[config.mk]
export PLATFORM = sky130hd
export DESIGN_NAME = seven_segment_clock_reader
export DESIGN_NICKNAME = d
export VERILOG_FILES = /design/src/rtl/scr_pkg.sv /design/src/rtl/scr_digit_decode.sv /design/src/rtl/scr_time_calc.sv /design/src/rtl/seven_segment_clock_reader.sv
export SDC_FILE = /design/constraint.sdc
export NUM_CORES = 1
export LEC_CHECK = 0
export BUFFER_PORTS_ARGS = -buffer_cell sky130_fd_sc_hd__buf_2
export CORE_AREA = 2 2 132 134
export DETAILED_ROUTE_END_ITERATION = 6
export DIE_AREA = 0 0 134 136
export PLACE_DENSITY = 0.8
export SLEW_MARGIN = 5
export SYNTH_ARGS = -nofsm -noshare
export SYNTH_HDL_FRONTEND = slang
export SYNTH_HIERARCHICAL = 1
export SYNTH_SLANG_ARGS = --single-unit
export TNS_END_PERCENT = 20
[constraint.sdc]
create_clock -name i_clk -period 15.6 [get_ports i_clk]
set_clock_uncertainty 0.15 [all_clocks]
set_input_delay 0.78 -clock i_clk [delete_from_list [all_inputs] [get_ports i_clk]]
set_output_delay 0.78 -clock i_clk [all_outputs]
set_load 0.05 [all_outputs]
[src/rtl/scr_pkg.sv]
// Shared types, constants and the segment pattern lookup for the seven-segment clock reader.
`timescale 1ns / 1ps
`default_nettype none
package scr_pkg;

    localparam int unsigned SUM_W       = 13;
    localparam int unsigned SEG_COUNT   = 7;
    localparam int unsigned PAT_COUNT   = 11;
    localparam int unsigned CLOCK_W     = 16;

    localparam logic [SUM_W-1:0] THRESHOLD_RESET = 13'd700;

    localparam logic [3:0] BLANK_CODE    = 4'd10;
    localparam logic [3:0] NO_MATCH      = 4'd15;
    localparam logic [1:0] LAST_POSITION = 2'd3;

    // Lit patterns for digits 0..9 and the all-blank pattern.
    localparam logic [6:0] DIGIT_PATTERNS [PAT_COUNT] = '{
        7'h7E, 7'h18, 7'h37, 7'h3D, 7'h59, 7'h6D, 7'h6F, 7'h38, 7'h7F, 7'h7D,
        7'h00
    };

    typedef struct packed {
        logic [SUM_W-1:0] seg_sum_upper_left;
        logic [SUM_W-1:0] seg_sum_top;
        logic [SUM_W-1:0] seg_sum_upper_right;
        logic [SUM_W-1:0] seg_sum_lower_right;
        logic [SUM_W-1:0] seg_sum_bottom;
        logic [SUM_W-1:0] seg_sum_lower_left;
        logic [SUM_W-1:0] seg_sum_middle;
    } t_seg_sums;

    typedef struct packed {
        logic [CLOCK_W-1:0] clock_value;
        logic               decode_error;
        logic [1:0]         error_digit;
        logic               tenths_format;
        logic               implausible_minutes;
    } t_clock_result;

    // Decoded digit: value already forced to zero for blank or failure.
    typedef struct packed {
        logic       fail;
        logic       blank;
        logic [3:0] value;
    } t_digit_info;

    // Frame summary handed to the time calculation.
    typedef struct packed {
        logic       error;
        logic [1:0] error_pos;
        logic       tenths;
        logic [3:0] d0;
        logic [3:0] d1;
        logic [3:0] d2;
        logic [3:0] d3;
    } t_frame_info;

    function automatic logic [3:0] match_pattern(input logic [6:0] lit);
        logic [3:0] code;
        code = NO_MATCH;
        for (int k = PAT_COUNT - 1; k >= 0; k--) begin
            if (DIGIT_PATTERNS[k] == lit) begin
                code = 4'(k);
            end
        end
        return code;
    endfunction

endpackage
`default_nettype wire

[src/rtl/scr_digit_decode.sv]
// Threshold compare of seven segment sums and match against the digit patterns.
`timescale 1ns / 1ps
`default_nettype none
module scr_digit_decode (
    input  wire scr_pkg::t_seg_sums         i_sums,
    input  wire logic [scr_pkg::SUM_W-1:0]  i_threshold,
    output scr_pkg::t_digit_info            o_digit
);

    logic [6:0] lit;
    logic [3:0] code;

    always_comb begin
        lit[0] = i_sums.seg_sum_middle      > i_threshold;
        lit[1] = i_sums.seg_sum_lower_left  > i_threshold;
        lit[2] = i_sums.seg_sum_bottom      > i_threshold;
        lit[3] = i_sums.seg_sum_lower_right > i_threshold;
        lit[4] = i_sums.seg_sum_upper_right > i_threshold;
        lit[5] = i_sums.seg_sum_top         > i_threshold;
        lit[6] = i_sums.seg_sum_upper_left  > i_threshold;
    end

    assign code = scr_pkg::match_pattern(lit);

    always_comb begin
        o_digit.fail  = (code == scr_pkg::NO_MATCH);
        o_digit.blank = (code == scr_pkg::BLANK_CODE);
        // Drop the code to zero for blank and failed digits.
        o_digit.value = (o_digit.fail || o_digit.blank) ? 4'd0 : code;
    end

endmodule
`default_nettype wire

[src/rtl/scr_time_calc.sv]
// Time value in tenths of seconds and result flags from the four digits of a frame.
`timescale 1ns / 1ps
`default_nettype none
module scr_time_calc (
    input  wire scr_pkg::t_frame_info i_frame,
    output scr_pkg::t_clock_result    o_result
);

    localparam int unsigned W = scr_pkg::CLOCK_W;

    logic [W-1:0] d0;
    logic [W-1:0] d1;
    logic [W-1:0] d2;
    logic [W-1:0] d3;
    logic [W-1:0] normal_value;
    logic [W-1:0] tenths_value;

    assign d0 = W'(i_frame.d0);
    assign d1 = W'(i_frame.d1);
    assign d2 = W'(i_frame.d2);
    assign d3 = W'(i_frame.d3);

    // Constant multipliers reduce to shift-and-add trees.
    assign normal_value = d3 * 16'd6000 + d2 * 16'd600 + d1 * 16'd100 + d0 * 16'd10;
    assign tenths_value = d3 * 16'd100 + d2 * 16'd10 + d1;

    always_comb begin
        o_result.decode_error        = i_frame.error;
        o_result.error_digit         = i_frame.error ? i_frame.error_pos : 2'd0;
        o_result.clock_value         = '0;
        o_result.tenths_format       = 1'b0;
        o_result.implausible_minutes = 1'b0;
        if (!i_frame.error) begin
            if (i_frame.tenths) begin
                o_result.tenths_format = 1'b1;
                o_result.clock_value   = tenths_value;
            end else begin
                o_result.clock_value         = normal_value;
                o_result.implausible_minutes = (i_frame.d3 >= 4'd6);
            end
        end
    end

endmodule
`default_nettype wire

[src/rtl/seven_segment_clock_reader.sv]
// Seven-segment clock reader: four digit beats in, one time result beat out.
// A digit beat is registered in the input stage and decoded from there; the result of the
// fourth digit is then loaded into the output register once that register is free.
// Throughput: one digit beat per cycle, sustained while the output side takes results.
// Reset (synchronous, active low) clears the frame state, both valid flags and sets the
// brightness threshold to 700.
`timescale 1ns / 1ps
`default_nettype none
module seven_segment_clock_reader (
    input  wire  logic                         i_clk,
    input  wire  logic                         i_rst_n,
    // configuration: brightness threshold
    input  wire  logic                         i_cfg_we,
    input  wire  logic [scr_pkg::SUM_W-1:0]    i_cfg_data,
    // digit input channel
    input  wire  logic                         i_in_valid,
    output logic                               o_in_stall,
    input  wire  scr_pkg::t_seg_sums           i_in_data,
    // result output channel
    output logic                               o_out_valid,
    input  wire  logic                         i_out_stall,
    output scr_pkg::t_clock_result             o_out_data
);

    // Threshold register.
    logic [scr_pkg::SUM_W-1:0] r_threshold;

    // Input register stage.
    logic                 r_a_valid;
    scr_pkg::t_seg_sums   r_a_data;

    // Frame state.
    logic [1:0]  r_pos;
    logic [3:0]  r_digits [3];
    logic        r_tenths;
    logic        r_err_seen;
    logic [1:0]  r_err_pos;

    // Output register.
    logic                   r_o_valid;
    scr_pkg::t_clock_result r_o_data;

    scr_pkg::t_digit_info   digit;
    scr_pkg::t_frame_info   frame;
    scr_pkg::t_clock_result result;

    logic a_last;
    logic out_free;
    logic a_go;
    logic in_accept;

    logic        n_tenths;
    logic        n_err_seen;
    logic [1:0]  n_err_pos;

    scr_digit_decode u_decode (
        .i_sums      (r_a_data),
        .i_threshold (r_threshold),
        .o_digit     (digit)
    );

    // The fourth digit closes the frame and needs a free output slot; earlier digits
    // only update the frame state and never wait.
    assign a_last    = (r_pos == scr_pkg::LAST_POSITION);
    assign out_free  = !r_o_valid || !i_out_stall;
    assign a_go      = r_a_valid && (!a_last || out_free);
    assign in_accept = i_in_valid && !o_in_stall;
    assign o_in_stall = r_a_valid && !a_go;

    // Fold the current digit into the error and format flags.
    always_comb begin
        n_err_seen = r_err_seen;
        n_err_pos  = r_err_pos;
        n_tenths   = r_tenths;
        if (digit.fail && !r_err_seen) begin
            n_err_seen = 1'b1;
            n_err_pos  = r_pos;
        end
        // Blank leading digit selects seconds-and-tenths format.
        if (digit.blank && (r_pos == 2'd0)) begin
            n_tenths = 1'b1;
        end
    end

    always_comb begin
        frame.error     = n_err_seen;
        frame.error_pos = n_err_pos;
        frame.tenths    = n_tenths;
        frame.d0        = r_digits[0];
        frame.d1        = r_digits[1];
        frame.d2        = r_digits[2];
        frame.d3        = digit.value;
    end

    scr_time_calc u_calc (
        .i_frame  (frame),
        .o_result (result)
    );

    always_ff @(posedge i_clk) begin
        if (!i_rst_n) begin
            r_threshold <= scr_pkg::THRESHOLD_RESET;
        end else if (i_cfg_we) begin
            r_threshold <= i_cfg_data;
        end
    end

    // Input stage: load on accept, drop once the beat has been processed.
    always_ff @(posedge i_clk) begin
        if (!i_rst_n) begin
            r_a_valid <= 1'b0;
        end else if (in_accept) begin
            r_a_valid <= 1'b1;
        end else if (a_go) begin
            r_a_valid <= 1'b0;
        end
    end

    always_ff @(posedge i_clk) begin
        if (in_accept) begin
            r_a_data <= i_in_data;
        end
    end

    // Frame state: advance per digit, clear after the fourth.
    always_ff @(posedge i_clk) begin
        if (!i_rst_n) begin
            r_pos      <= 2'd0;
            r_tenths   <= 1'b0;
            r_err_seen <= 1'b0;
            r_err_pos  <= 2'd0;
            for (int i = 0; i < 3; i++) begin
                r_digits[i] <= 4'd0;
            end
        end else if (a_go) begin
            if (a_last) begin
                r_pos      <= 2'd0;
                r_tenths   <= 1'b0;
                r_err_seen <= 1'b0;
                r_err_pos  <= 2'd0;
                for (int i = 0; i < 3; i++) begin
                    r_digits[i] <= 4'd0;
                end
            end else begin
                r_pos      <= r_pos + 2'd1;
                r_tenths   <= n_tenths;
                r_err_seen <= n_err_seen;
                r_err_pos  <= n_err_pos;
                for (int i = 0; i < 3; i++) begin
                    if (r_pos == 2'(i)) begin
                        r_digits[i] <= digit.value;
                    end
                end
            end
        end
    end

    // Output register: hold the result until the far side takes it.
    always_ff @(posedge i_clk) begin
        if (!i_rst_n) begin
            r_o_valid <= 1'b0;
        end else if (a_go && a_last) begin
            r_o_valid <= 1'b1;
        end else if (!i_out_stall) begin
            r_o_valid <= 1'b0;
        end
    end

    always_ff @(posedge i_clk) begin
        if (a_go && a_last) begin
            r_o_data <= result;
        end
    end

    assign o_out_valid = r_o_valid;
    assign o_out_data  = r_o_data;

endmodule
`default_nettype wire

Yosys cells after proc, flatten, opt, wreduce, memory -nomap -nowiden
Memories as Yosys holds them, arrays and structs flattened. Index checks and enable logic that the tools add are counted. Widths: inputs -> output; s select.

Add/sub/neg operators: 6. Multipliers: 6. $lt $le $gt $ge: 8. Eq/ne operators: 16. Muxes and demuxes: 51. Bitwise operators: 6. Reduce and logical (&&, ||, !) cells: 19.

Operator list (number): $gt 13x13->1 (7); $add 16x16->16 (4); $mux 4 (15); $eq 7x7->1 const A (6); $mux 1 (29); $eq 6x7->1 const A (3); $mul 4x5->9 const B (2); $add 16x4->16 (1); $mux 16 (1); $mul 4x3->7 const B (2); $mul 4x9->12 const B (1); $mul 4x7->11 const B (1); $mux 3 (3); $eq 4x4->1 const B (2); $eq 5x7->1 const A (1); $logic_not 7->1 (1); $logic_and 1x1->1 (6); $logic_not 1->1 (6); $mux 2 (3); $or 1x1->1 (6); $eq 2x2->1 const B (2); $ge 4x3->1 const B (1); $logic_or 1x1->1 (3); $add 2x1->2 const B (1); 5 further kinds (5).

Flip-flop bits (word level): 133. Bits in writable memories: 12. Output and inout bits: 23. Word-level logic and storage cells: 132. Memories kept: 1.

Memories: r_digits (words 3, width 4, rd ports 3, clocked after Yosys merged registers in 0, wr ports 3, line seven_segment_clock_reader.sv:34) `logic [3:0] r_digits [3];`.

Longest topological paths before layout
Gate-level depths: netlist of the first run.

Depth in word-level cells: 21. Mapped depth: 31. Depth with buffers taken out: 30.

By module
The synthesis of the first run kept the hierarchy.

By module, submodules not included: seven_segment_clock_reader (instances 1, cells an instance 229, area an instance 4723.3 sq um, seq. area each 4144.0 sq um); scr_time_calc (instances 1, cells an instance 350, area an instance 2986.6 sq um, seq. area each 0.0 sq um); scr_digit_decode (instances 1, cells an instance 287, area an instance 2259.7 sq um, seq. area each 0.0 sq um).

Worst setup path after synthesis of the first run
OpenSTA, ideal clock, no wires.

Path type: flip-flop to flip-flop. Start: register r_threshold[3] in the netlist's numbering. End: register r_o_data, in the netlist o_out_data[20], data pin. Library setup time: 261 ps. Arrival: 6581 ps. Data required time: 15189 ps. Path slack: 8607 ps. Stages on the path, launching flop included: 31. Buffers on the path: 1. Period minus slack after synthesis: 6993 ps. Path through: dfxtp_1 > inv_1 > ha_1 > a21oi_2 > a21boi_1 > o31a_1 > o21a_1 > or4_1 > a211o_1 > a22oi_2 > o311a_1 > inv_1 > fa_1 > inv_1 > ha_1 > buf_2 > nor2b_1 > o21ai_0 > a21boi_0 > o21ai_0 > nor2b_1 > xnor2_1 > ha_1 > ha_1 > ha_1 > a21oi_1 > nand2_1 > a21o_1 > a221o_1 > or2b_1 > mux2i_1.

RTL lines: start, declared (line seven_segment_clock_reader.sv:26) `logic [scr_pkg::SUM_W-1:0] r_threshold;`; start signal, assigned (line seven_segment_clock_reader.sv:102) `r_threshold <= scr_pkg::THRESHOLD_RESET;`; start signal, assigned (line seven_segment_clock_reader.sv:104) `r_threshold <= i_cfg_data;`; end signal, assigned (line seven_segment_clock_reader.sv:171) `r_o_data <= result;`; end, declared (line seven_segment_clock_reader.sv:41) `scr_pkg::t_clock_result r_o_data;`.

==> impl_metrics.py, run 1 <==
metrics = {
    "critical_path": {
        "cp.arrival_ns": 7.98,
        "crit_top_cell": "ha_1",
        "r2r_cells": 29,
        "r2r-end": "o_out_data[20]",
        "r2r-start": "r_threshold[4]",
        "cpPeakStageDelay_ns": 0.66,
        "ff2ff_setup_slack_ns": 7.75,
        "crit_start": "r_threshold[4]",
        "cp-start-kind": "flop",
        "cp.required_ns": 15.73,
        "crit_slowest_cell": "a2111oi_0",
        "path_class": "flop to flop",
        "end_kind": "flop",
        "crit_fanout": 9,
    },
    "sta": {
        "finalCriticalPeriod_ns": 7.85,
        "achievable-frequency_mhz": 127,
        "tightest_slew_ns": 1.15,
        "maxSlewViolCount": 0,
        "setup_viol": 0,
        "holdWs_ns": 0.336,
        "finalHoldViolations": 0,
        "setup_slack_ns": 7.75,
        "timing.final.crit_share": 0.503,
        "maxSlewHeadroom": 0.236,
        "rsz0062_at_grt": "false",
        "fin_tns_setup_ns": 0,
    },
    "detailed_routing": {
        "drc_errors": 0,
        "routed_wl_um": 22000,
        "drt-vias-per-instance": 5.73,
        "vias": 7135,
        "post_drt_wl_per_cell_um": 17.7,
        "drt_iter0_markers": 343,
        "drt.antenna.violating_nets": 0,
        "drtPass1Iterations": 5,
    },
    "synthesis": {
        "synth_top_area_share": 0.373,
        "yosysMostFrequentCell": "ha_1",
        "avgSynthCellArea_um2": 11.5,
        "syn-num-nets": 1184,
        "yosys.area.top_type": "edfxtp_1",
        "async_flop_share": 0,
        "yosys_warnings": 6,
        "synth_edf_count": 124,
        "syn_inst": 866,
        "ys_ff_latch": 145,
        "netlist_area_mm2": 0.00997,
        "synth_cell_types": 66,
        "synth_area_leaders": "edfxtp_1 (37%), ha_1 (23%), fa_1 (5.2%), dfxtp_1 (4.2%), inv_1 (3.4%)",
        "synthTopCellsByCount": "ha_1 (183), edfxtp_1 (124), inv_1 (89)",
        "ys_seq_area_frac": 0.416,
        "dominantRegCellSynth": "edfxtp_1",
    },
    "run_status": {
        "outcome": "completed",
    },
    "grt": {
        "overflow": 0,
        "grt_pass1_wl_um": 36500,
        "antenna_found_initial": 0,
        "grt_use_total": 0.260,
        "grt_max_degree": 92,
        "grt_pass1_vias": 7408,
    },
    "floorplan": {
        "core-area_mm2": 0.0169,
        "boundaryPins": 132,
        "rows": 48,
        "dieArea_mm2": 0.0182,
        "initial_utilization": 0.591,
        "die_y_um": 136,
        "die_w_um": 134,
    },
    "place": {
        "gp_congestion": 0.959,
        "place_area_mm2": 0.0109,
        "portBuffers": 131,
        "dp_worst_setup_slack_ns": 7.85,
        "hpwl_um": 17000,
    },
    "layout": {
        "drive_above_1_share": 0.175,
        "area_growth_pct": 14.9,
        "diodes": 0,
        "fill_cells": 1221,
        "nets": 1325,
        "fin_area_mm2": 0.0115,
        "finish.utilization": 0.679,
    },
    "worst_hold_path": {
        "holdPathEnd": "r_threshold[4]",
        "worstHoldPathType": "flop to flop",
        "min_path_cells": 2,
        "hp-start": "r_threshold[4]",
    },
    "clocking": {
        "post_cts_resized": 0,
        "clkTransAtPathRegs_ns": 0.06,
        "cts_root_buffer": "clkbuf_16",
        "cts_hold_buf": 0,
        "numCtsBuffers": 17,
        "cts_setup_buffers": 0,
        "clockBufferDepth": 2,
        "tritoncts": "done",
        "clock-sinks": 145,
        "worstSkewPairLatency_ns": 0.42,
        "htree_levels": 4,
    },
    "power": {
        "p_leak_uw": 0.00543,
        "power.density_mw_per_mm2": 116,
        "vdd_drop_max_v": 0.0000835,
    },
    "flow_run": {
        "drv_cap": 0,
    },
}
-- worst max path at each step --
stage                      to  slack [ns]  cells after the start
6_report       o_out_data[20]        7.75                     29
5_1_grt        o_out_data[20]        7.11                     29
4_1_cts        o_out_data[20]        7.80                     29
3_5_place_dp   o_out_data[20]        7.85                     29
3_3_place_gp   o_out_data[20]        8.05                     29
2_1_floorplan  o_out_data[20]        8.61                     30
-- through the flow --
step                      instances  power, uW
final                          1245       1330
after global placement         1213        914
after detailed placement       1213        927
after global routing           1245       1420
after CTS                      1245       1330
after floorplan                 866        812
-- critical path, delay by kind of cell, from the launching register on --
| family | cells | cell delay [ns] |
|---|---|---|
| buffers and inverters | 3 | 0.47 |
| DFF | 1 | 0.31 |
| adders and majority gates | 6 | 2.20 |
| AOI/OAI and AO/OA | 13 | 3.23 |
| and+or+nand+nor | 5 | 1.09 |
| muxes | 1 | 0.13 |
| xor gates and xnor gates | 1 | 0.13 |
-- logic make-up after synthesis --
| logic type | synth area share |
|---|---|
| muxes | 0.0231 |
| buffers and inverters | 0.0389 |
| AOI/OAI and AO/OA | 0.116 |
| and+or+nand+nor | 0.0925 |
| xor gates and xnor gates | 0.0316 |
| adders and majority gates | 0.282 |
| DFF | 0.416 |
-- flip-flops by register name, indices dropped and copies added (netlist names), 2 cells and up --
name,cells
r_a_data,91
o_out_data,21
r_threshold,13
r_digits,12
r_err_pos,2
r_pos,2
-- power by group --
| group | leakage (uW) | total [uW] | internal, uW | switching [uW] |
|---|---|---|---|---|
| Combinational | 0.00374 | 465 | 197 | 269 |
| Sequential | 0.00141 | 465 | 450 | 14.6 |
| Clock | 0.000279 | 399 | 237 | 163 |
| Total | 0.00543 | 1330 | 884 | 446 |
-- metal layers --
| metal | track usage | part of all wire | vias up |
|---|---|---|---|
| met2 | 0.438 | 0.49 | 234 |
| met1 | 0.322 | 0.42 | 3379 |
| met4 | 0.115 | 0.032 | 0 |
| met5 | 0 | 0 | - |
| li1 | - | - | 3475 |
| met3 | 0.0600 | 0.056 | 47 |
-- area by class of cell --
cell class / count / area [um^2] / area share
Clock buffer: 17 / 425 / 0.0371
Clock inverter: 15 / 155 / 0.0135
Inverter: 89 / 334 / 0.0292
Multi-Input combinational cell: 621 / 5450 / 0.475
Sequential cell: 145 / 4140 / 0.362
Tap cell: 225 / 282 / 0.0246
Timing Repair Buffer: 133 / 671 / 0.0585
-- placed cells by master, fill, tap and decap left out, types with 9 or more instances in the layout --
master	count
ha_1	183
buf_2	131
edfxtp_1	124
inv_1	89
a21oi_1	52
nand2_1	41
nor2_1	39
fa_1	26
o21ai_0	24
a21o_1	23
dfxtp_1	21
xnor2_1	21
mux2i_1	20
clkbuf_16	17
nor2b_1	15
xor2_1	15
nand4_1	15
nand3_1	14
nor3_1	10
o21a_1	9
No activity file was read; power rests on OpenSTA's default activity.
==> run 2, diff against run 1 <==
Settings changed: ABC_AREA set to 1, CORE_AREA 2 2 132 134 to 2 2 137 139, DIE_AREA 0 0 134 136 to 0 0 139 141, PLACE_DENSITY 0.8 to 0.79.
Clock period 15.6 ns to 7.3 ns, I/O delays scaled along.
==> run 2 against run 1 <==
Compared with the run above:
- clock power increased by 130%
- flip-flop and latch count unchanged
- critical endpoint is now o_out_data[15]
- total power increased by 150%
==> impl_metrics.py, run 2 <==
metrics = {
    "run_status": {
        "outcome": "completed",
    },
    "detailed_routing": {
        "drtPass1Iterations": 5,
        "vias": 8692,
        "drc_errors": 0,
        "drt.antenna.violating_nets": 0,
        "post_drt_wl_per_cell_um": 17.0,
        "drt-vias-per-instance": 5.31,
        "drt_iter0_markers": 725,
        "routed_wl_um": 27800,
    },
    "sta": {
        "setup_viol": 0,
        "maxSlewViolCount": 0,
        "setup_slack_ns": 0.456,
        "fin_tns_setup_ns": 0,
        "achievable-frequency_mhz": 146,
        "tightest_slew_ns": 1.06,
        "finalCriticalPeriod_ns": 6.84,
        "finalHoldViolations": 0,
        "maxSlewHeadroom": 0.290,
        "rsz0062_at_grt": "false",
        "holdWs_ns": 0.0259,
        "timing.final.crit_share": 0.938,
    },
    "power": {
        "finalPower_uw": 3310,
        "vdd_drop_max_v": 0.000170,
        "p_sw_uw": 1290,
        "power.density_mw_per_mm2": 253,
        "p_clk_frac": 0.276,
        "p_leak_uw": 0.00674,
        "power_frac_comb": 0.423,
        "power_switching_share": 0.389,
        "p_int_uw": 2020,
        "seqPwrFrac": 0.301,
    },
    "clocking": {
        "clockBufferDepth": 2,
        "clkTransAtPathRegs_ns": 0.07,
        "worstSkewPairLatency_ns": 0.43,
        "clock-sinks": 145,
        "numCtsBuffers": 17,
        "cts_root_buffer": "clkbuf_16",
        "tritoncts": "done",
        "cts_setup_buffers": 0,
        "htree_levels": 4,
    },
    "flow_run": {
        "drv_cap": 0,
    },
    "synthesis": {
        "ys_ff_latch": 145,
        "yosys.area.top_type": "edfxtp_1",
        "synth_edf_count": 124,
        "syn-num-nets": 1471,
        "dominantRegCellSynth": "edfxtp_1",
        "ys_seq_area_frac": 0.390,
        "async_flop_share": 0,
        "netlist_area_mm2": 0.0106,
        "yosys_warnings": 6,
        "synthTopCellsByCount": "nand2_1 (276), inv_1 (186), ha_1 (183)",
        "syn_inst": 1153,
        "synth_cell_types": 42,
        "synth_top_area_share": 0.350,
        "synth_area_leaders": "edfxtp_1 (35%), ha_1 (22%), nand2_1 (9.7%), inv_1 (6.6%), fa_1 (4.9%)",
        "yosysMostFrequentCell": "nand2_1",
        "avgSynthCellArea_um2": 9.23,
    },
    "worst_hold_path": {
        "hp-start": "i_cfg_data[0]",
        "holdPathEnd": "r_threshold[0]",
        "min_path_cells": 3,
        "worstHoldPathType": "input port to flop",
    },
    "critical_path": {
        "r2r-start": "r_threshold[10]",
        "crit_slowest_cell": "ha_1",
        "crit_start": "r_threshold[10]",
        "cp.arrival_ns": 6.87,
        "path_class": "flop to flop",
        "cp.required_ns": 7.33,
        "crit_family": "adder cells",
        "r2r_cells": 35,
        "end_kind": "flop",
        "ff2ff_setup_slack_ns": 0.46,
        "r2r-end": "o_out_data[15]",
        "path_buf_inv": 6,
        "cpPeakStageDelay_ns": 0.55,
        "crit_fanout": 10,
        "cp-start-kind": "flop",
    },
    "grt": {
        "grt_use_total": 0.290,
        "grt_pass1_wl_um": 44100,
        "overflow": 0,
        "grt_pass1_vias": 8842,
        "grt_max_degree": 85,
        "antenna_found_initial": 1,
    },
    "floorplan": {
        "die_y_um": 141,
        "core-area_mm2": 0.0183,
        "rows": 50,
        "die_w_um": 139,
        "initial_utilization": 0.582,
        "boundaryPins": 132,
        "dieArea_mm2": 0.0196,
    },
    "layout": {
        "area_growth_pct": 22.8,
        "seq_area_mm2": 0.00414,
        "fill_cells": 1309,
        "multi_input_area_mm2": 0.00573,
        "final_common_cell": "nand2_1",
        "drive_above_1_share": 0.167,
        "top_register": "r_a_data",
        "fin_area_mm2": 0.0131,
        "final_cell_mix": "nand2_1 (276), inv_1 (186), ha_1 (183)",
        "largest_reg_flops": 91,
        "nets": 1707,
    },
    "place": {
        "portBuffers": 131,
        "gp_congestion": 0.956,
        "dp_worst_setup_slack_ns": 0.726,
        "place_area_mm2": 0.0116,
        "hpwl_um": 19000,
    },
}
## run 2: cell types whose count changed in the layout (fill, tap and decap cells not counted), moves of 13 or more
cell / change
a21o_1: -20
nor2_2: +13
dlygate4sd3_1: +91
nor2b_1: -15
nor2_1: +30
mux2i_1: -20
nand2_1: +235
nand2_2: +26
inv_1: +97
nand3_1: +37
## run 2: per-stage QoR
step	std cells	utilization
6_report	1637	0.715
3_3_place_gp	1513	0.633
3_5_place_dp	1513	0.633
5_1_grt	1637	0.715
4_1_cts	1636	0.715
2_1_floorplan	1153	-
## run 2: worst max path at each step
stage,endpoint,slack [ns],cells after the start
floorplan,o_out_data[15],1.49,37
global route,o_out_data[19],0.11,35
detailed placement,o_out_data[15],0.73,31
CTS,o_out_data[15],0.57,35
finish,o_out_data[15],0.46,35
global placement,o_out_data[15],0.80,35
## run 2: worst register-to-register path, delay by kind of cell, from the launching register on
family                   cells  cell delay [ns]
AO/OA/AOI/OAI                4             0.46
XOR/XNOR                     1             0.19
buffers and inverters        6             0.64
flip-flops                   1             0.32
AND/OR/NAND/NOR             17             2.05
adder cells (fa/ha/maj)      7             2.76
## run 2: layout make-up
class,count,area share
multi-input cells,809,0.438
flip-flops and latches,145,0.317
repair buffers,224,0.121
inverters,192,0.0552
clock buffers,18,0.0328
well taps,234,0.0224
clock inverters,14,0.0127
diodes,1,0.000192
## run 2: kinds of logic (layout without fill, tap and decap cells)
family,count (synthesis),in the layout,share of synthesized area
xor gates and xnor gates,27,27,0.0229
and+or+nand+nor,470,470,0.195
other,0,1,0
adders and majority gates,209,209,0.264
AOI/OAI and AO/OA,103,103,0.0556
DFF,145,145,0.390
buffers and inverters,199,448,0.0727
## run 2: what timing repair did
action | 4_1_cts | 5_1_grt
gates resized for setup | 0 | 0
hold endpoints to repair | 91 | 0
hold buffers | 91 | 0
## run 2: power groups by stage
stage / clock, uW / combinational (uW) / sequential (uW)
2_1_floorplan: 0 / 987 / 1000
3_3_place_gp: 0 / 1290 / 1010
3_5_place_dp: 0 / 1320 / 1010
4_1_cts: 910 / 1380 / 995
5_1_grt: 953 / 1570 / 1000
6_report: 912 / 1400 / 996
## run 2: metal layers
metal / global-route usage / up-vias / routed length, um
li1: - / 4267 / -
met1: 0.361 / 3985 / 11500
met2: 0.492 / 368 / 13200
met3: 0.0645 / 72 / 2030
met4: 0.117 / 0 / 1030
met5: 0 / - / 0
==> run 3, diff against run 2 <==
Settings changed: ABC_AREA 1 to not set, CORE_AREA 2 2 137 139 to 2 2 133 135, DIE_AREA 0 0 139 141 to 0 0 135 137, TNS_END_PERCENT 20 to 5.
==> run 3 against run 2 <==
Compared with the run above:
- core utilization up 2.8 points
- sequential power about the same
- hold slack worse by 0.0047 ns
- setup slack worse by 0.21 ns
- flip-flop and latch count unchanged
- total power down 10%
- cell count down 17%
- highest routed layer is now met5
==> impl_metrics.py, run 3 (same netlist as run 1, synthesis figures left out) <==
metrics = {
    "layout": {
        "final_cell_mix": "ha_1 (177), buf_2 (131), edfxtp_1 (124)",
        "fill_cells": 1103,
        "top_register": "r_a_data",
        "drive_above_1_share": 0.209,
        "area_growth_pct": 27.1,
        "fin_area_mm2": 0.0127,
        "largest_reg_flops": 91,
        "final_common_cell": "ha_1",
        "nets": 1436,
    },
    "detailed_routing": {
        "vias": 7815,
        "post_drt_wl_per_cell_um": 19.2,
        "routed_wl_um": 26000,
        "drt_iter0_markers": 558,
        "drt.antenna.violating_nets": 0,
        "drt-vias-per-instance": 5.75,
        "drtPass1Iterations": 7,
        "drc_errors": 0,
    },
    "place": {
        "portBuffers": 131,
        "place_area_mm2": 0.0110,
        "hpwl_um": 17200,
        "gp_congestion": 0.896,
    },
    "grt": {
        "overflow": 0,
        "antenna_found_initial": 3,
        "grt_use_total": 0.286,
        "grt_max_degree": 86,
        "grt_pass1_vias": 7886,
        "grt_pass1_wl_um": 39700,
    },
    "sta": {
        "finalCriticalPeriod_ns": 7.06,
        "maxSlewViolCount": 0,
        "tightest_slew_ns": 1.10,
        "fin_tns_setup_ns": 0,
        "setup_viol": 0,
        "timing.final.crit_share": 0.967,
        "maxSlewHeadroom": 0.267,
        "finalHoldViolations": 0,
        "achievable-frequency_mhz": 142,
    },
    "power": {
        "vdd_drop_max_v": 0.000192,
        "p_leak_uw": 0.00591,
        "power.density_mw_per_mm2": 234,
    },
    "floorplan": {
        "rows": 48,
        "initial_utilization": 0.585,
        "die_w_um": 135,
        "die_y_um": 137,
        "core-area_mm2": 0.0171,
        "boundaryPins": 132,
        "dieArea_mm2": 0.0185,
    },
    "critical_path": {
        "cp-start-kind": "flop",
        "cp.arrival_ns": 7.19,
        "r2r-start": "r_threshold[6]",
        "ff2ff_setup_slack_ns": 0.24,
        "crit_slowest_cell": "dfxtp_1",
        "r2r_cells": 31,
        "cp.required_ns": 7.43,
        "path_class": "flop to flop",
        "cpPeakStageDelay_ns": 0.35,
        "end_kind": "flop",
        "crit_top_cell": "ha_1",
        "r2r-end": "o_out_data[20]",
        "crit_fanout": 9,
    },
    "clocking": {
        "cts_root_buffer": "clkbuf_16",
        "numCtsBuffers": 17,
        "htree_levels": 4,
        "clockBufferDepth": 2,
        "clock-sinks": 145,
        "worstSkewPairLatency_ns": 0.44,
        "tritoncts": "done",
        "clkTransAtPathRegs_ns": 0.06,
    },
    "worst_hold_path": {
        "min_path_cells": 3,
        "worstHoldPathType": "input port to flop",
        "holdPathEnd": "r_threshold[9]",
        "hp-start": "i_cfg_data[9]",
    },
    "flow_run": {
        "drv_cap": 0,
    },
    "run_status": {
        "outcome": "completed",
    },
}
-- run 3: report_power, final --
group	switching, uW	internal (uW)
sequential	32.5	962
clock	382	481
combinational	617	485
total	1030	1930
-- run 3: metrics by stage --
| stage | total power [uW] | cells | worst slack [ns] | hold WS, ns | utilization |
|---|---|---|---|---|---|
| 4_1_cts | 2900 | 1348 | 0.0150 | 0.00271 | 0.731 |
| 3_3_place_gp | 1960 | 1225 | 0.127 | 0.303 | 0.643 |
| 6_report | 2960 | 1358 | 0.244 | 0.0212 | 0.743 |
| 3_5_place_dp | 1990 | 1225 | -0.00855 | 0.310 | 0.643 |
| 2_1_floorplan | 1730 | 866 | 0.307 | 0.292 | - |
| 5_1_grt | 3130 | 1357 | -0.0494 | 0.0165 | 0.743 |
-- run 3: worst max-delay path, delay by kind of cell (launching register included) --
kind | cells | cell delay [ns]
AO/OA/AOI/OAI | 12 | 2.73
XOR/XNOR | 1 | 0.12
adder cells (fa/ha/maj) | 7 | 2.06
buffers and inverters | 4 | 0.54
flip-flops | 1 | 0.35
multiplexers | 1 | 0.12
AND/OR/NAND/NOR | 6 | 0.82
-- run 3: how the worst max path moves through the flow --
stage / start / endpoint / cells after the start
after floorplan: r_threshold[3] / o_out_data[20] / 30
after global placement: r_threshold[1] / o_out_data[20] / 29
after detailed placement: r_threshold[1] / o_out_data[20] / 30
after CTS: r_threshold[12] / o_out_data[20] / 30
after global routing: r_threshold[6] / o_out_data[20] / 31
final: r_threshold[6] / o_out_data[20] / 31
-- run 3: area by class of cell --
cell class	instances	area, um^2	area share
diodes	2	5.00	0.000395
multi-input cells	621	5600	0.442
clock inverters	14	148	0.0117
inverters	89	334	0.0264
well taps	225	282	0.0222
repair buffers	244	1730	0.137
clock buffers	18	429	0.0339
flip-flops and latches	145	4150	0.327
-- run 3: metal layers --
metal,vias up,share of wire,GRT usage
met5,-,0.00050,0
li1,3697,-,-
met2,357,0.48,0.479
met1,3692,0.41,0.362
met4,2,0.028,0.101
met3,67,0.083,0.0707
-- run 3: what timing repair did --
action	CTS	global route
buffers inserted	0	8
endpoints found under the setup margin	1	6
pin swaps	0	10
gates resized for setup	11	33
endpoints found under the hold margin	91	0
hold buffers	91	0
